### src/rtl/sobel_pkg.sv
`timescale 1ns / 1ps
// ----------------------------------------------------------------------------
// sobel_pkg: shared types and constants of the Sobel edge magnitude block
// Beat layouts, register indexes, queue sizing and the square root step.
// ----------------------------------------------------------------------------
package sobel_pkg;

  // field widths
  localparam int PIX_W  = 8;
  localparam int COL_W  = 11;
  localparam int ROW_W  = 12;
  localparam int GRAD_W = 11;
  localparam int SQ_W   = 20;

  // configuration port
  localparam int CFG_INDEX_W = 1;
  localparam int CFG_DATA_W  = 12;
  localparam logic [CFG_INDEX_W-1:0] REG_IMAGE_WIDTH  = 1'b0;
  localparam logic [CFG_INDEX_W-1:0] REG_IMAGE_HEIGHT = 1'b1;
  localparam logic [CFG_DATA_W-1:0]  WIDTH_RESET      = 12'd640;
  localparam logic [CFG_DATA_W-1:0]  HEIGHT_RESET     = 12'd480;

  // gradient queue between front and back
  localparam int QUEUE_DEPTH = 4;
  localparam int QPTR_W      = 2;
  localparam int QCNT_W      = 3;

  // magnitudes above 254 squared all give an edge value of zero
  localparam logic [SQ_W:0] SAT_LIMIT = 21'd64516;

  // input beat
  typedef struct packed {
    logic [PIX_W-1:0] pixel;
    logic             frame_start;
  } in_t;

  // output beat
  typedef struct packed {
    logic [PIX_W-1:0] edge_value;
    logic [COL_W-1:0] out_col;
    logic [ROW_W-1:0] out_row;
    logic             frame_last;
  } out_t;

  // position tag carried alongside each gradient
  typedef struct packed {
    logic [COL_W-1:0] col;
    logic [ROW_W-1:0] row;
    logic             last;
  } pos_t;

  // queue entry
  typedef struct packed {
    logic signed [GRAD_W-1:0] gx;
    logic signed [GRAD_W-1:0] gy;
    pos_t                     pos;
  } grad_t;

  // partial state of the digit-by-digit square root
  typedef struct packed {
    logic [10:0] rem;
    logic [7:0]  root;
  } sqrt_t;

  // one radix-4 digit of the square root: bring down two bits, try 4r+1
  function automatic sqrt_t sqrt_step(input sqrt_t s, input logic [1:0] pair);
    logic [10:0] rem_sh;
    logic [10:0] trial;
    sqrt_t       res;
    rem_sh = {s.rem[8:0], pair};
    trial  = {1'b0, s.root, 2'b01};
    if (rem_sh >= trial) begin
      res.rem  = rem_sh - trial;
      res.root = {s.root[6:0], 1'b1};
    end else begin
      res.rem  = rem_sh;
      res.root = {s.root[6:0], 1'b0};
    end
    return res;
  endfunction

endpackage

### src/rtl/sobel_queue.sv
`timescale 1ns / 1ps
// ----------------------------------------------------------------------------
// sobel_queue: short gradient queue
// Four-entry first-in first-out buffer between the window front end and the
// magnitude back end.
// ----------------------------------------------------------------------------
module sobel_queue (
  input  logic              clk,
  input  logic              rst,
  input  logic              push,
  input  sobel_pkg::grad_t  push_data,
  input  logic              pop,
  output sobel_pkg::grad_t  head,
  output logic              empty,
  output logic              full
);

  sobel_pkg::grad_t                    slots [sobel_pkg::QUEUE_DEPTH];
  logic [sobel_pkg::QPTR_W-1:0]        wr_ptr;
  logic [sobel_pkg::QPTR_W-1:0]        rd_ptr;
  logic [sobel_pkg::QCNT_W-1:0]        count;

  // status
  assign empty = (count == '0);
  assign full  = (count == sobel_pkg::QCNT_W'(sobel_pkg::QUEUE_DEPTH));
  assign head  = slots[rd_ptr];

  // storage
  always_ff @(posedge clk) begin
    if (push) begin
      slots[wr_ptr] <= push_data;
    end
  end

  // pointers and fill level
  always_ff @(posedge clk) begin
    if (rst) begin
      wr_ptr <= '0;
      rd_ptr <= '0;
      count  <= '0;
    end else begin
      if (push) begin
        wr_ptr <= wr_ptr + 1'b1;
      end
      if (pop) begin
        rd_ptr <= rd_ptr + 1'b1;
      end
      case ({push, pop})
        2'b10:   count <= count + 1'b1;
        2'b01:   count <= count - 1'b1;
        default: count <= count;
      endcase
    end
  end

endmodule

### config.mk
export PLATFORM = sky130hd
export DESIGN_NAME = sobel_queue
export DESIGN_NICKNAME = d
export VERILOG_FILES = /design/src/rtl/sobel_pkg.sv /design/src/rtl/sobel_queue.sv
export SDC_FILE = /design/constraint.sdc
export NUM_CORES = 1
export LEC_CHECK = 0
export BUFFER_PORTS_ARGS = -buffer_cell sky130_fd_sc_hd__buf_2
export CAP_MARGIN = 20
export CORE_MARGIN = 5
export CORE_UTILIZATION = 50
export DETAILED_ROUTE_END_ITERATION = 12
export PLACE_DENSITY = 0.71
export SETUP_SLACK_MARGIN = 0.05
export SLEW_MARGIN = 5
export SYNTH_ARGS = -nofsm -noshare
export SYNTH_HDL_FRONTEND = slang
export SYNTH_SLANG_ARGS = --single-unit
### constraint.sdc
create_clock -name clk -period 3.25 [get_ports clk]
set_input_delay 0.65 -clock clk [delete_from_list [all_inputs] [get_ports clk]]
set_output_delay 0.65 -clock clk [all_outputs]
set_load 0.01 [all_outputs]
# Word-level counts from Yosys, hierarchy flattened
# Memory sizes are Yosys's and may differ from the RTL's. A register that Yosys moved wholly into a read port is not among the register bits.
# Cells that the tools add are included.
# W data, S select, Z words.
totals:
  n_memories: 1
  ram_bits: 184
  register_bits: 7
  rom_bits: 0
  latchBits: 0
  output_inout_bits: 48
classes:
  add_sub_neg: 4
  n_bitwise: 0
  n_mul: 0
  div_mod_pow: 0
  reduce_logical: 2
  muxes: 5
  eq_ne: 3
  magnitude_cmp: 0
  shifts: 0
memory_table:
  columns: ["memory", "words", "word_bits", "rd", "rd_ports_with_merged_regs", "write_ports", "line", "rtl"]
  rows:
  - ["slots", 4, 46, 1, 1, 1, "sobel_queue.sv:18", "sobel_pkg::grad_t slots [sobel_pkg::QUEUE_DEPTH];"]
op_table:
  columns: ["operator", "count"]
  rows:
  - ["$pmux W3 S2", 1]
  - ["$add A2 B1 Y2 const B", 2]
  - ["$mux W2", 2]
  - ["$add A3 B1 Y3 const B", 1]
  - ["$eq A3 B3 Y1 const B", 1]
  - ["$logic_not A3 Y1", 1]
  - ["$sub A3 B1 Y3 const B", 1]
  - ["$eq A2 B1 Y1 const B", 1]
  - ["$eq A2 B2 Y1 const B", 1]
  - ["$mux W1", 2]
  - ["$reduce_bool A2 Y1", 1]

# Depth between registers and ports, before layout
logic_depth:
  depth_word: 3
  ltp_mapped: 7
  mapped_depth_nobuf: 7

# Least setup slack after synthesis
# Ideal clock, no wire load.
synth_path:
  path_kind: "input to register"
  startpoint: "in push"
  endpoint: "mem slots[0][0] (netlist bit) (enable)"
  setup_ps: 408
  n_path_buf: 0
  arrival_ps: 1755
  required_ps: 2842
  setup_slack_ps: 1087
  cell_stages: 1
  path_cell_list: "and2_1"
synth_between:
  elab_chain_cells: 2
synth_rtl:
  columns: ["item", "line", "rtl"]
  rows:
  - ["start, declared", "sobel_queue.sv:10", "input logic push,"]
  - ["$mux W1", "sobel_queue.sv:30", "if (push) begin"]
  - ["$mux W1 (implied by the code)", "sobel_queue.sv:31", "slots[wr_ptr] <= push_data;"]
  - ["end, declared", "sobel_queue.sv:18", null]
# Every way passes these cells.

==> results.md <==
- Total gr overflow: 0
- Cts hold-fix bufs: 0
- Clk Tree Root Cell: clkbuf_16
- I/O pin count: 98
- Skew final: 0.00406 ns
- Floorplan core area: 13,900 um^2
- Setup TNS: 0 ns
- Worst hold path type: in -> reg
- Net Switching: 1.14 mW
- Detailed placement HPWL: 7550 um
- Final nets: 457
- Power share of the clock group: 0.416
- Crit Path Max Fanout: 15
- Cell taking the most area after synthesis: edfxtp_1
- Ys flop type: edfxtp_1
- Leak: 2.95 nW
- Synth warn: 0
- Initial antenna violation count: 1
- Worst-margin pin slew: 0.629 ns
- Via count: 3,187
- Yosys top cell area share: 0.774
- Number of global-route vias before repair: 3,425
- Die Footprint: 16,800 um^2
- Die Y: 129 um
- Peak supply drop: 0.000400 V
- I/O Buffers: 97
- First-pass DRT Iterations: 4
- Final Hold Vio Count: 0
- Worst EP arrival: 2.07 ns
- Critical Path, Cell by Cell: buf_4 > mux4_1 > buf_2
- Top cells by area, synth: edfxtp_1 77%, mux4_2 13%, dfxtp_1 2.5%
- N_diodes: 0
- CP Class: reg -> out
- CP Capture Type: output port
- DRC Markers: 0
- Pint: 4.70 mW
- Slew headroom: 0.581
- Resize count post-CTS: 0
- Count leader, synth: edfxtp_1
- Crit-path slowest cell: mux4_1
- Clock buffer depth: 2
- Clock sinks: 193
- Number of buffers created by CTS: 17
- CP required: 2.60 ns
- Slowest stage delay, CP: 0.62 ns
- Cell Rows: 43
- Avg WL per Cell: 20.2 um
- Post-CTS Setup Bufs: 0
- Peak Freq: 0.367 GHz
- Area grow syn2layout: 20.2%
- Synth Cell Area: 7130 um^2
- DRT Wirelength: 12,000 um
- Status: completed
- Startpoint types: flip-flop
- Fill cell instance count of the final layout: 940
- Clock transition at the registers of the reported paths: 0.06 ns
- Sequential area share after synthesis: 0.800
- CTS tree: done
- Synth Register Bits: 193
- Fin crit share: 0.838
- Post-synth cell types: 23
- Worst R2R Start: wr_ptr[0]
- Switching part of the total power: 0.196
- Async SR Flop Fraction: 0
- H-Tree Depth: 4
- Sequential power share: 0.497
- Worst r2r dst: slots[2][20]
- Commonest cells in the netlist: 184 x edfxtp_1, 40 x mux4_2, 9 x dfxtp_1
- CP endpoint: head[45]
- Die W: 129 um
- Max-slew violations: 0
- Combinational power share: 0.088
- Setup ws final: 0.528 ns
- Clk Latency, worst-skew pair: 0.42 ns
- RSZ-0062 raised after global routing: no
- Syn_area_per_cell: 24.9 um^2
- Share of layout cells above drive strength 1: 0.444
- First-pass GRT wire length: 18,700 um
- R2R Setup Slk: 1.51 ns
- Starting Density: 0.512
- Worst R2R Path Depth: 4
- Max Cap Viol: 0
- Largest net degree at the start of global routing: 30
- EDFF count, synth: 184
- Multi-input gate area: 1290 um^2
- DRT iter0 DRCs: 197
- Routability cong.: 0.674
- Tot GR Track Use: 0.154
- Post-Synthesis Cells: 287
- Final setup viols: 0
- Vias/cell: 5.37
- Placement Setup Slack: 0.907 ns
- Mapped Nets: 343
- Register area: 5710 um^2
- Power Dens Cells: 681 nW/um^2
- Fin crit period: 2.72 ns
- Post-route ant nets: 0
-- critical path, delay by kind of cell (launching register included) --
kind	cells	cell delay [ns]
buf+inv	2	0.49
flops	1	0.54
mux	1	0.62
-- power by group through the flow --
stage                     clock network (mW)  logic [mW]  registers (mW)
after floorplan                            0       0.337            2.93
after global placement                     0       0.516            2.95
after detailed placement                   0       0.526            2.96
after CTS                               2.48       0.528            2.90
after global routing                    2.59       0.559            2.91
final                                   2.43       0.512            2.90
-- state kept, by name (all words and copies together), names as in the netlist, named ones only --
register,count
rd_ptr,2
count,3
wr_ptr,2
slots,184
-- metrics by stage --
stage / hold slack [ns] / instance area (um^2) / power, mW / utilization / cells
2_1_floorplan: 0.467 / 7130 / 3.27 / - / 287
3_3_place_gp: 0.482 / 7870 / 3.46 / 0.564 / 562
3_5_place_dp: 0.504 / 7870 / 3.48 / 0.564 / 562
4_1_cts: 0.417 / 8580 / 5.91 / 0.616 / 594
5_1_grt: 0.422 / 8580 / 6.06 / 0.616 / 594
6_report: 0.443 / 8580 / 5.84 / 0.616 / 594
-- worst min path at each step --
stage	end	slack, ns	startpoint	cells past startpoint
2_1_floorplan	count[2]	0.47	count[2]	2
3_3_place_gp	count[2]	0.48	count[2]	2
3_5_place_dp	count[2]	0.50	count[2]	2
4_1_cts	slots[2][37]	0.42	push_data[37]	1
5_1_grt	slots[2][41]	0.42	push_data[41]	1
6_report	slots[2][13]	0.44	push_data[13]	1
-- logic make-up (layout without fill, tap and decap cells) --
kind of cell	Yosys count	in the layout	synth area share
adder cells (fa/ha/maj)	6	6	0.0116
AND/OR/NAND/NOR	16	16	0.0107
XOR/XNOR	5	5	0.00614
AO/OA/AOI/OAI	3	3	0.00210
flip-flops	193	193	0.800
multiplexers	47	47	0.150
buffers and inverters	17	144	0.0200
-- final cells by class --
cell class                 count  area share
clock buffer                  17      0.0496
clock inverter                15      0.0334
inverter                       6     0.00263
multi-input combinational     77       0.151
sequential                   193       0.666
tap                          180      0.0263
timing repair buffer         106      0.0718
-- cells in the final DEF, fill, tap and decap left out --
cell type / n
fa_1: 1
mux4_1: 6
dfxtp_2: 1
buf_2: 97
clkinv_2: 3
edfxtp_1: 184
and2_2: 4
or3_1: 1
a21oi_1: 2
nand2_1: 1
nor2_1: 8
buf_12: 5
ha_1: 5
xnor2_1: 2
bufinv_16: 8
buf_4: 4
mux2i_1: 1
o21ai_0: 1
dfxtp_4: 1
and3_1: 1
mux4_2: 40
clkinvlp_4: 3
nor3_1: 1
inv_6: 1
inv_1: 6
clkbuf_16: 17
xor2_1: 3
dfxtp_1: 7
-- per-layer routing --
metal | up-vias | wire length [um] | track usage
met2 | 106 | 6250 | 0.253
met1 | 1628 | 4760 | 0.195
met5 | - | 13 | 0
li1 | 1433 | - | -
met3 | 18 | 815 | 0.0523
met4 | 2 | 167 | 0.0477
Note: power is estimated with default switching activity, not from simulation.
