===== config.mk =====
export PLATFORM = sky130hd
export DESIGN_NAME = sobel_back
export DESIGN_NICKNAME = d
export VERILOG_FILES = /design/src/rtl/sobel_pkg.sv /design/src/rtl/sobel_back.sv
export SDC_FILE = /design/constraint.sdc
export NUM_CORES = 1
export LEC_CHECK = 0
export ABC_AREA = 1
export BUFFER_PORTS_ARGS = -buffer_cell sky130_fd_sc_hd__buf_2
export CAP_MARGIN = 20
export CORE_MARGIN = 3
export CORE_UTILIZATION = 60
export CTS_CLUSTER_SIZE = 16
export DETAILED_ROUTE_END_ITERATION = 12
export GPL_TIMING_DRIVEN = 0
export HOLD_SLACK_MARGIN = 0.08
export PLACE_DENSITY = 0.87
export SYNTH_ARGS = -nofsm -noshare
export SYNTH_HDL_FRONTEND = slang
export SYNTH_SLANG_ARGS = --single-unit

===== constraint.sdc =====
create_clock -name clk -period 18.5 [get_ports clk]
set_clock_uncertainty 0.1 [all_clocks]
set_input_delay 0.925 -clock clk [delete_from_list [all_inputs] [get_ports clk]]
set_output_delay 0.925 -clock clk [all_outputs]
set_load 0.03 [all_outputs]

===== src/rtl/sobel_pkg.sv =====
`timescale 1ns / 1ps
// ----------------------------------------------------------------------------
// sobel_pkg: shared types and constants of the Sobel edge magnitude block
// Beat layouts, register indexes, queue sizing and the square root step.
// ----------------------------------------------------------------------------
package sobel_pkg;

  // field widths
  localparam int PIX_W  = 8;
  localparam int COL_W  = 11;
  localparam int ROW_W  = 12;
  localparam int GRAD_W = 11;
  localparam int SQ_W   = 20;

  // configuration port
  localparam int CFG_INDEX_W = 1;
  localparam int CFG_DATA_W  = 12;
  localparam logic [CFG_INDEX_W-1:0] REG_IMAGE_WIDTH  = 1'b0;
  localparam logic [CFG_INDEX_W-1:0] REG_IMAGE_HEIGHT = 1'b1;
  localparam logic [CFG_DATA_W-1:0]  WIDTH_RESET      = 12'd640;
  localparam logic [CFG_DATA_W-1:0]  HEIGHT_RESET     = 12'd480;

  // gradient queue between front and back
  localparam int QUEUE_DEPTH = 4;
  localparam int QPTR_W      = 2;
  localparam int QCNT_W      = 3;

  // magnitudes above 254 squared all give an edge value of zero
  localparam logic [SQ_W:0] SAT_LIMIT = 21'd64516;

  // input beat
  typedef struct packed {
    logic [PIX_W-1:0] pixel;
    logic             frame_start;
  } in_t;

  // output beat
  typedef struct packed {
    logic [PIX_W-1:0] edge_value;
    logic [COL_W-1:0] out_col;
    logic [ROW_W-1:0] out_row;
    logic             frame_last;
  } out_t;

  // position tag carried alongside each gradient
  typedef struct packed {
    logic [COL_W-1:0] col;
    logic [ROW_W-1:0] row;
    logic             last;
  } pos_t;

  // queue entry
  typedef struct packed {
    logic signed [GRAD_W-1:0] gx;
    logic signed [GRAD_W-1:0] gy;
    pos_t                     pos;
  } grad_t;

  // partial state of the digit-by-digit square root
  typedef struct packed {
    logic [10:0] rem;
    logic [7:0]  root;
  } sqrt_t;

  // one radix-4 digit of the square root: bring down two bits, try 4r+1
  function automatic sqrt_t sqrt_step(input sqrt_t s, input logic [1:0] pair);
    logic [10:0] rem_sh;
    logic [10:0] trial;
    sqrt_t       res;
    rem_sh = {s.rem[8:0], pair};
    trial  = {1'b0, s.root, 2'b01};
    if (rem_sh >= trial) begin
      res.rem  = rem_sh - trial;
      res.root = {s.root[6:0], 1'b1};
    end else begin
      res.rem  = rem_sh;
      res.root = {s.root[6:0], 1'b0};
    end
    return res;
  endfunction

endpackage


===== src/rtl/sobel_back.sv =====
`timescale 1ns / 1ps
// ----------------------------------------------------------------------------
// sobel_back: gradient magnitude and edge value
// Squares, sums, takes the ceiling square root in two radix-4 stages and
// holds the finished beat in the output register.
// ----------------------------------------------------------------------------
module sobel_back (
  input  logic              clk,
  input  logic              rst,
  input  logic              q_empty,
  input  sobel_pkg::grad_t  q_head,
  output logic              q_pop,
  output logic              edge_valid,
  input  logic              edge_stall,
  output sobel_pkg::out_t   edge_data
);

  localparam int SW = sobel_pkg::SQ_W;

  logic                        adv;
  logic signed [2*sobel_pkg::GRAD_W-1:0] prod_x;
  logic signed [2*sobel_pkg::GRAD_W-1:0] prod_y;

  // stage 1: squares
  logic                        s1_valid;
  logic [SW-1:0]               s1_sqx;
  logic [SW-1:0]               s1_sqy;
  sobel_pkg::pos_t             s1_pos;

  // stage 2: sum of squares
  logic [SW:0]                 sum;
  logic                        s2_valid;
  logic                        s2_big;
  logic [15:0]                 s2_n;
  sobel_pkg::pos_t             s2_pos;

  // stage 3: upper four root digits
  sobel_pkg::sqrt_t            hi_sq;
  logic                        s3_valid;
  logic                        s3_big;
  sobel_pkg::sqrt_t            s3_sq;
  logic [7:0]                  s3_low;
  sobel_pkg::pos_t             s3_pos;

  // output: lower four digits, ceiling and edge value
  sobel_pkg::sqrt_t            lo_sq;
  logic [8:0]                  mag;
  logic [sobel_pkg::PIX_W-1:0] edge_val;

  // whole back end moves unless a finished beat is held up
  assign adv    = !(edge_valid && edge_stall);
  assign q_pop  = adv && !q_empty;
  assign prod_x = q_head.gx * q_head.gx;
  assign prod_y = q_head.gy * q_head.gy;
  assign sum    = {1'b0, s1_sqx} + {1'b0, s1_sqy};

  // digit recurrence, four digits per stage
  always_comb begin
    hi_sq = '0;
    for (int i = 3; i >= 0; i--) begin
      hi_sq = sobel_pkg::sqrt_step(hi_sq, s2_n[8 + 2*i +: 2]);
    end
    lo_sq = s3_sq;
    for (int i = 3; i >= 0; i--) begin
      lo_sq = sobel_pkg::sqrt_step(lo_sq, s3_low[2*i +: 2]);
    end
    mag = {1'b0, lo_sq.root} + {8'd0, (lo_sq.rem != '0)};
    if (s3_big || (mag >= 9'd255)) begin
      edge_val = '0;
    end else begin
      edge_val = sobel_pkg::PIX_W'(9'd255 - mag);
    end
  end

  // pipeline payload
  always_ff @(posedge clk) begin
    if (adv) begin
      s1_sqx    <= prod_x[SW-1:0];
      s1_sqy    <= prod_y[SW-1:0];
      s1_pos    <= q_head.pos;
      s2_big    <= (sum > sobel_pkg::SAT_LIMIT);
      s2_n      <= sum[15:0];
      s2_pos    <= s1_pos;
      s3_big    <= s2_big;
      s3_sq     <= hi_sq;
      s3_low    <= s2_n[7:0];
      s3_pos    <= s2_pos;
      edge_data.edge_value <= edge_val;
      edge_data.out_col    <= s3_pos.col;
      edge_data.out_row    <= s3_pos.row;
      edge_data.frame_last <= s3_pos.last;
    end
  end

  // stage valids
  always_ff @(posedge clk) begin
    if (rst) begin
      s1_valid   <= 1'b0;
      s2_valid   <= 1'b0;
      s3_valid   <= 1'b0;
      edge_valid <= 1'b0;
    end else if (adv) begin
      s1_valid   <= q_pop;
      s2_valid   <= s1_valid;
      s3_valid   <= s2_valid;
      edge_valid <= s3_valid;
    end
  end

endmodule


=== After elaboration in Yosys (flattened, before gate mapping) ===
Index checks and enable logic that the tools add are counted.

* $add $sub $neg: 11
* Multipliers: 2
* $lt $le $gt $ge: 10
* Multiplexer cells: 8
* Reductions and logical operators: 6

{| class="wikitable"
|+ Operators with widths
! cell !! count
|-
| two-way mux 17 bit || 7
|-
| greater-or-equal comparator 11 x 10 -> 1 bit || 7
|-
| subtractor 9 bit || 6
|-
| multiplier 11 x 11 -> 20 bit || 2
|-
| adder 20 x 20 -> 21 bit || 1
|-
| > comparator 21 x 16 -> 1 bit (second input constant) || 1
|-
| two-way mux 19 bit || 1
|-
| nonzero test 11 bit || 1
|-
| subtractor 11 x 10 -> 11 bit || 1
|-
| adder 8 x 1 -> 9 bit || 1
|-
| greater-or-equal comparator 9 x 8 -> 1 bit (second input constant) || 1
|-
| subtractor 8 bit (first input constant) || 1
|-
| subtractor 2 x 1 -> 3 bit (second input constant) || 1
|-
| greater-or-equal comparator 2 x 1 -> 1 bit (second input constant) || 1
|-
| logical AND 1 bit || 2
|-
| zero test 1 bit || 2
|-
| logical OR 1 bit || 1
|}

* Output and inout bits: 34
* Word-level logic and storage cells: 62
* Register bits after elaboration: 191
* Input bits: 50

=== Logic depth before layout (Yosys ltp) ===
Gate-level depths: netlist (run 1).

* Depth in word-level cells: 12
* Mapped depth: 59
* Depth with buffers taken out: 57

=== Worst setup path before layout (run 1) ===
OpenSTA, ideal clock, no wires.

* Path kind: reg-to-reg
* From: register s3_sq[0] (netlist name)
* To: register edge_data[25] (netlist name) (data pin)
* Required time: 18.147 ns
* Path slack: 10.921 ns
* Path buffers: 2
* Clock period less this slack: 7.579 ns
* Arrival: 7.226 ns
* Setup time: 0.253 ns
* Cell stages (with the launch flop): 57
* Cells stage by stage: edfxtp_1 inv_1 ha_1 nand2_1 nor2_1 nand2_1 nand2_2 nor2_8 or2_2 o21ai_0 ha_1 nand2_1 o22ai_1 nor2_1 nand2_1 inv_1 nand3_4 inv_2 (+21 left out) o21a_1 nand3_1 o21bai_2 nand2_1 nor2_1 nor2_1 nand2_1 ha_1 ha_1 nand3_1 nor3_1 xor2_1 nor3_1 nand2_1 nor2_1 nand3_2 nand2_2 nor2_1

* Cells in the longest elaborated chain, start to end: 12
* Elaborated cells between the ends (all ways): 17
* Classes of those cells: 6 x add/sub; 5 x order compare; 4 x mux; 2 x reduce/logical

{| class="wikitable"
|+ Ends and longest elaborated chain
! item !! line !! text
|-
| start, declared || sobel_back.sv:41 || <nowiki>sobel_pkg::sqrt_t s3_sq;</nowiki>
|-
| start signal, assigned || sobel_back.sv:85 || <nowiki>s3_sq <= hi_sq;</nowiki>
|-
| subtractor 9 bit / greater-or-equal comparator 11 x 10 -> 1 bit (equally long branches) || sobel_pkg.sv:73, sobel_pkg.sv:72 ||
|-
| two-way mux 17 bit (*) || sobel_pkg.sv:72 || <nowiki>if (rem_sh >= trial) begin</nowiki>
|-
| subtractor 9 bit / greater-or-equal comparator 11 x 10 -> 1 bit (equally long branches) || sobel_pkg.sv:73, sobel_pkg.sv:72 ||
|-
| two-way mux 17 bit (*) || sobel_pkg.sv:72 ||
|-
| subtractor 9 bit / greater-or-equal comparator 11 x 10 -> 1 bit (equally long branches) || sobel_pkg.sv:73, sobel_pkg.sv:72 ||
|-
| two-way mux 17 bit (*) || sobel_pkg.sv:72 ||
|-
| subtractor 11 x 10 -> 11 bit / greater-or-equal comparator 11 x 10 -> 1 bit (equally long branches) || sobel_pkg.sv:73, sobel_pkg.sv:72 ||
|-
| two-way mux 19 bit (*) || sobel_pkg.sv:72 ||
|-
| nonzero test 11 bit || sobel_back.sv:67 || <nowiki>mag = {1'b0, lo_sq.root} + {8'd0, (lo_sq.rem != '0)};</nowiki>
|-
| adder 8 x 1 -> 9 bit (*) || sobel_back.sv:67 ||
|-
| greater-or-equal comparator 9 x 8 -> 1 bit || sobel_back.sv:68 || <nowiki>if (s3_big || (mag >= 9'd255)) begin</nowiki>
|-
| logical OR 1 bit || sobel_back.sv:68 ||
|-
| end, declared || sobel_back.sv:15 || <nowiki>output sobel_pkg::out_t edge_data</nowiki>
|}

Mark *: on every way between the ends. The rest lies on a longest branch, timed or not.
A chain may end at the register's enable or synchronous reset.

=== Worst setup path after layout (run 1) ===
* From: register s3_sq[0] (netlist name)
* To: register edge_data[26] (netlist name) (data pin)

The elaborated chain is that of the path after synthesis.

==> results of run 1 <==
==> metrics by stage <==
stage | util, % | instances | instance area [um^2] | hold slack (ns)
after CTS | 67.4 | 2196 | 18300 | 0.322
after detailed placement | 65.0 | 2164 | 17700 | 0.305
after global routing | 67.4 | 2196 | 18300 | 0.329
after global placement | 64.8 | 2162 | 17600 | 0.300
after floorplan | - | 1707 | 16700 | 0.300
final | 67.4 | 2196 | 18300 | 0.320
==> registers in the layout, indices dropped and copies added, names as in the netlist, 8 cells and up <==
register   count
s3_sq         13
s1_pos        24
edge_data     32
s3_low         8
s2_n          16
s3_pos        24
s1_sqy        19
s2_pos        24
s1_sqx        19
==> worst reg2reg max path: cells and delay by family, from the launching register on <==
kind                     cells  cell delay [ns]
adder cells (fa/ha/maj)      6             1.87
XOR/XNOR                     1             0.13
AO/OA/AOI/OAI               11             1.52
flip-flops                   1             0.49
buffers and inverters        7             1.07
AND/OR/NAND/NOR             31             3.98
==> worst paths after layout <==
path,startpoint,endpoint,slack (ns),cells after the start
min reg2reg,s2_n[3],s3_low[3],0.32,0
max reg2reg,s3_sq[0],edge_data[26],9.11,56
min,s2_n[3],s3_low[3],0.32,0
max,s3_sq[0],edge_data[26],9.11,56
==> cell usage in the layout, fill, tap and decap left out, types with 3 or more instances in the layout <==
cell type,netlist,layout
nand2_1,279,278
nand3_1,54,54
nand3_2,3,3
fa_1,191,191
nor2_4,4,4
buf_2,2,85
ha_1,147,147
o21bai_1,8,8
nor4_1,3,3
inv_1,429,429
nor3_1,5,5
xor2_1,61,61
clkbuf_1,25,25
edfxtp_1,181,181
a211oi_1,3,3
inv_12,0,5
a21o_1,7,7
clkbuf_16,0,17
nand3b_1,4,4
clkinv_8,0,7
inv_2,3,3
and2_1,3,3
nand2_2,14,14
a21oi_1,68,68
dfxtp_1,4,4
o21ai_0,42,42
nor2_1,73,73
or2_2,12,12
o21ai_1,6,6
xnor2_1,36,36
nand4_1,17,17
==> logic make-up (layout without fill, tap and decap cells) <==
family / after synthesis / in the layout / synth area share (%)
DFF: 185 / 185 / 33.0
AOI/OAI and AO/OA: 149 / 149 / 5.06
buffers and inverters: 460 / 577 / 10.4
xor gates and xnor gates: 97 / 97 / 5.08
and+or+nand+nor: 478 / 478 / 12.6
adders and majority gates: 338 / 338 / 33.9
==> layer usage <==
| metal | GRT usage, % | part of all wire (%) |
|---|---|---|
| met1 | 26.2 | 37 |
| met2 | 44.4 | 55 |
| met3 | 3.21 | 4.0 |
| met4 | 10.9 | 4.5 |
| met5 | 0 | 0 |
==> cell type report <==
class                      instances  area share (%)
buffer                            28           0.628
clock buffer                      17            2.32
clock inverter                    15            1.22
inverter                         432            8.85
multi-input combinational       1062            51.8
sequential                       185            30.1
tap                              372            2.54
timing repair buffer              85            2.57
==> reports/qor.yml, run 1 <==
detailed_routing:
  final_antenna_net_count: 0
  dr_total_vias: 11600
  drt_wl_total_um: 33600
  wire_per_inst_um: 15.3
  via_per_inst: 5.29
  drc: 0
  firstDrtPassIters: 5
  drt_iter0_drc: 798
floorplan:
  die-area_um2: 29900
  core-area_um2: 27200
  die_y_um: 173
  die_w_um: 173
  fp-row-count: 60
  io_pins: 84
  start_util_pct: 61.5
clock_tree:
  htreeDepth: 4
  cts_resized: 0
  hold_buffers: 0
  cts_sinks: 185
  cts.clk_slew.worst_paths_ns: 0.08
  cts_setup_buffers: 0
  cts_buffer_depth: 2
  clk_latency_ns: 0.46
  cts_tree: "built"
  cts-root-buf: "clkbuf_16"
  cts_inserted_buffers: 17
sta:
  setup_viol: 0
  worst_slew_pin_slew_ns: 0.661
  slew_violations: 0
  rsz0062_at_grt: "no"
  period_minus_slack_ns: 9.39
  final_hold_viol_count: 0
  fmax_mhz: 106
  relSlewSlack_pct: 55.9
  finalCritPeriodShare_pct: 50.8
  fin_ws_ns: 9.11
  tns_ns: 0
synth:
  synth_top_area_share_pct: 32.5
  yosysSeqAreaShare_pct: 33.0
  synth_top_area_cell: "edfxtp_1"
  synth_seq_cells: 185
  synth_area_per_cell_um2: 9.80
  syn_area_um2: 16700
  synthArstFlopShare_pct: 0
  synth_common_cells: "429 x inv_1, 279 x nand2_1, 191 x fa_1"
  synth_most_common_cell: "inv_1"
  synth_edf_count: 181
  yosys_warnings: 0
  synth_cell_types: 47
  synth_area_leaders: "edfxtp_1 32%, fa_1 23%, ha_1 11%, inv_1 9.6%, nand2_1 6.3%"
  syn_nets: 2095
  synthCells: 1707
  synth_ff_type: "edfxtp_1"
critical_path:
  critical-path-max-stage-delay_ns: 0.49
  slowest_stage: "edfxtp_1"
  path_delay_family: "simple AND/OR/NAND/NOR gates"
  critical_path_buf_inv_count: 7
  cp_data_arrival_time_ns: 9.51
  cp-end-kind: "flip-flop"
  crit_path_start_kind: "flip-flop"
  path_max_fanout: 12
  crit_type: "flip-flop to flip-flop"
  crit_required_ns: 18.61
  cpMostUsedCell: "nand2_1"
placed_design:
  io_buffers: 83
  dpl.hpwl_um: 26400
  gp_congestion: 0.898
  place_ws_ns: 9.26
min_path:
  hp-class: "flip-flop to flip-flop"
grt:
  grt.total_usage_pct: 23.5
  grt_start_max_net_pins: 75
  first_global_vias: 12600
  antenna_found_initial: 0
  gr-total-overflow: 0
  grt_pass1_wl_um: 57300
cells_and_area:
  multi_input_area_um2: 9480
  nFillCells: 1972
  antennaDiodeCount: 0
  ff_latch_area_um2: 5520
  drive_gt1_share_pct: 9.21
  fin_nets: 2199
  area_growth_pct: 9.52
flow_run:
  maxCapViolations: 0
outcome:
  status: "finished, final reports clean"
Power of run 1 is not shown: default switching activity piles up to over one toggle a cycle in this logic, so the estimate is an artifact.
==> inputs of run 2 (changes only) <==
--- a/config.mk
+++ b/config.mk
@@ -9,7 +9,7 @@
 export BUFFER_PORTS_ARGS = -buffer_cell sky130_fd_sc_hd__buf_2
 export CAP_MARGIN = 20
 export CORE_MARGIN = 3
-export CORE_UTILIZATION = 60
+export CORE_UTILIZATION = 57
 export CTS_CLUSTER_SIZE = 16
 export DETAILED_ROUTE_END_ITERATION = 12
 export GPL_TIMING_DRIVEN = 0
==> constraint.sdc (replaced) <==
create_clock -name clk -period 7.9 [get_ports clk]
set_clock_uncertainty 0.1 [all_clocks]
set_input_delay 0.395 -clock clk [delete_from_list [all_inputs] [get_ports clk]]
set_output_delay 0.395 -clock clk [all_outputs]
set_load 0.03 [all_outputs]
==> run 2 against run 1 <==
Routed wire length increased by 9.2%. Via count increased by 6.5%. Global-route usage decreased by 0.55 points. First-iteration DRC count increased by 23%. Final area increased by 7.2%. Sequential cell count unchanged. Core utilization increased by 0.82 points. Die area increased by 5.1%. Cell count increased by 4.8%. Register-to-register slack got worse by 9.0 ns.
==> reports/qor.yml, run 2 (same netlist as run 1, synthesis figures left out) <==
critical_path:
  path_max_fanout: 7  # was 12
  cp_data_arrival_time_ns: 7.91  # was 9.51 ns
  crit_type: "flip-flop to flip-flop"  # unchanged
  cp-end-kind: "flip-flop"  # unchanged
  slowest_stage: "edfxtp_1"  # unchanged
  crit_path_start_kind: "flip-flop"  # unchanged
  crit_required_ns: 8.01  # was 18.61 ns
  critical-path-max-stage-delay_ns: 0.50  # was 0.49 ns
  cpMostUsedCell: "nand2_1"  # unchanged
floorplan:
  die_y_um: 177  # was 173 um
  core-area_um2: 28800  # was 27200 um^2
  die-area_um2: 31400  # was 29900 um^2
  io_pins: 84  # unchanged
  start_util_pct: 58.1  # was 61.5%
  fp-row-count: 62  # was 60
  die_w_um: 177  # was 173 um
sta:
  relSlewSlack_pct: 59.5  # was 55.9%
  hold_slack_ns: 0.0867  # was 0.320 ns
  slew_violations: 0  # unchanged
  fin_ws_ns: 0.104  # was 9.11 ns
  worst_slew_pin_slew_ns: 0.607  # was 0.661 ns
  finalCritPeriodShare_pct: 98.7  # was 50.8%
  final_hold_viol_count: 0  # unchanged
  setup_viol: 0  # unchanged
  fmax_mhz: 128  # was 106 MHz
  period_minus_slack_ns: 7.80  # was 9.39 ns
clock_tree:
  cts_sinks: 185  # unchanged
  cts-root-buf: "clkbuf_16"  # unchanged
  cts_buffer_depth: 2  # unchanged
  cts.clk_slew.worst_paths_ns: 0.08  # about the same
  htreeDepth: 4  # unchanged
  cts_inserted_buffers: 17  # unchanged
  clk_latency_ns: 0.45  # was 0.46 ns
  cts_tree: "built"  # unchanged
detailed_routing:
  drt_iter0_drc: 978  # was 798
  drt_wl_total_um: 36700  # was 33600 um
  firstDrtPassIters: 7  # was 5
  via_per_inst: 5.37  # was 5.29
  dr_total_vias: 12400  # was 11600
  wire_per_inst_um: 15.9  # was 15.3 um
  drc: 0  # unchanged
  final_antenna_net_count: 0  # unchanged
grt:
  grt_pass1_wl_um: 58200  # was 57300 um
  grt.total_usage_pct: 23.0  # was 23.5%
  antenna_found_initial: 0  # unchanged
  first_global_vias: 12900  # was 12600
  grt_start_max_net_pins: 82  # was 75
  gr-total-overflow: 0  # unchanged
min_path:
  hp-class: "primary input to flip-flop"  # was flip-flop to flip-flop
cells_and_area:
  largest_reg_flops: 32  # unchanged
  nFillCells: 1929  # was 1972
  design_area_um2: 19600  # was 18300 um^2
  area_growth_pct: 17.4  # was 9.52%
  mostFrequentLayoutCell: "inv_1"  # unchanged
  layout_common_cells: "419 x inv_1, 269 x nand2_1, 191 x fa_1"  # was 429 x inv_1, 278 x nand2_1, 191 x fa_1
  regMostFlops: "edge_data"  # unchanged
  post-route-util_pct: 68.2  # was 67.4%
  fin_nets: 2293  # was 2199
  antennaDiodeCount: 0  # unchanged
  drive_gt1_share_pct: 15.9  # was 9.21%
placed_design:
  place_ws_ns: -1.19  # was 9.26 ns
  dpl.hpwl_um: 25600  # was 26400 um
  gp_congestion: 0.883  # was 0.898
  io_buffers: 83  # unchanged
  postPlaceCellArea_um2: 17700  # about the same
outcome:
  status: "finished, final reports clean"  # unchanged
flow_run:
  maxCapViolations: 0  # unchanged
-- run 2: changes by cell type in the layout (fill, tap and decap cells not counted), moves of 10 or more --
cell / delta
inv_1: -10
ha_4: +18
buf_4: +67
ha_1: -19
dlygate4sd3_1: +25
o21ai_0: -10
-- run 2: final cells by class --
cell class                      count  area [um^2]  share of cell area, %
Multi-Input combinational cell   1063         9980                   50.8
Sequential cell                   185         5520                   28.1
Inverter                          432         1640                   8.33
Timing Repair Buffer              179         1260                   6.42
Tap cell                          384          480                   2.45
Clock buffer                       17          425                   2.17
Clock inverter                     15          216                   1.10
Buffer                             27          125                  0.637
-- run 2: final timing paths --
| check | startpoint | to | slack [ns] | cells past startpoint |
|---|---|---|---|---|
| setup reg to reg | s3_sq[2] | edge_data[26] | 0.10 | 55 |
| hold reg to reg | s1_pos[5] | s2_pos[5] | 0.32 | 0 |
| hold / removal | q_head[35] | s1_sqx[0] | 0.09 | 1 |
| setup / recovery | s3_sq[2] | edge_data[26] | 0.10 | 55 |
-- run 2: what timing repair did --
action,4_1_cts,5_1_grt
setup endpoints to repair,8,8
hold endpoints to repair,28,0
resized for setup,44,66
buffers inserted,25,43
pin swaps,17,42
cloned,1,1
hold buffers,25,0
-- run 2: stage by stage --
stage                     instances  setup TNS (ns)
after floorplan                1707               0
after global placement         2174           -7.76
after detailed placement       2176           -9.36
after CTS                      2258               0
after global routing           2302           -2.70
final                          2302               0
-- run 2: worst max-delay path, delay by kind of cell, from the launching register on --
family | cells | cell delay, ns
AO/OA/AOI/OAI | 12 | 1.56
XOR/XNOR | 1 | 0.13
adder cells (fa/ha/maj) | 6 | 1.32
buffers and inverters | 8 | 0.93
flip-flops | 1 | 0.50
AND/OR/NAND/NOR | 28 | 3.00
-- run 2: metal layers --
layer	track usage (%)	routed length, um	vias to the layer above
li1	-	-	5694
met1	26.0	13100	6040
met2	43.3	19800	444
met3	3.36	1700	190
met4	9.33	2010	0
met5	0	0	-
Power of run 2 is left out for the same reason.
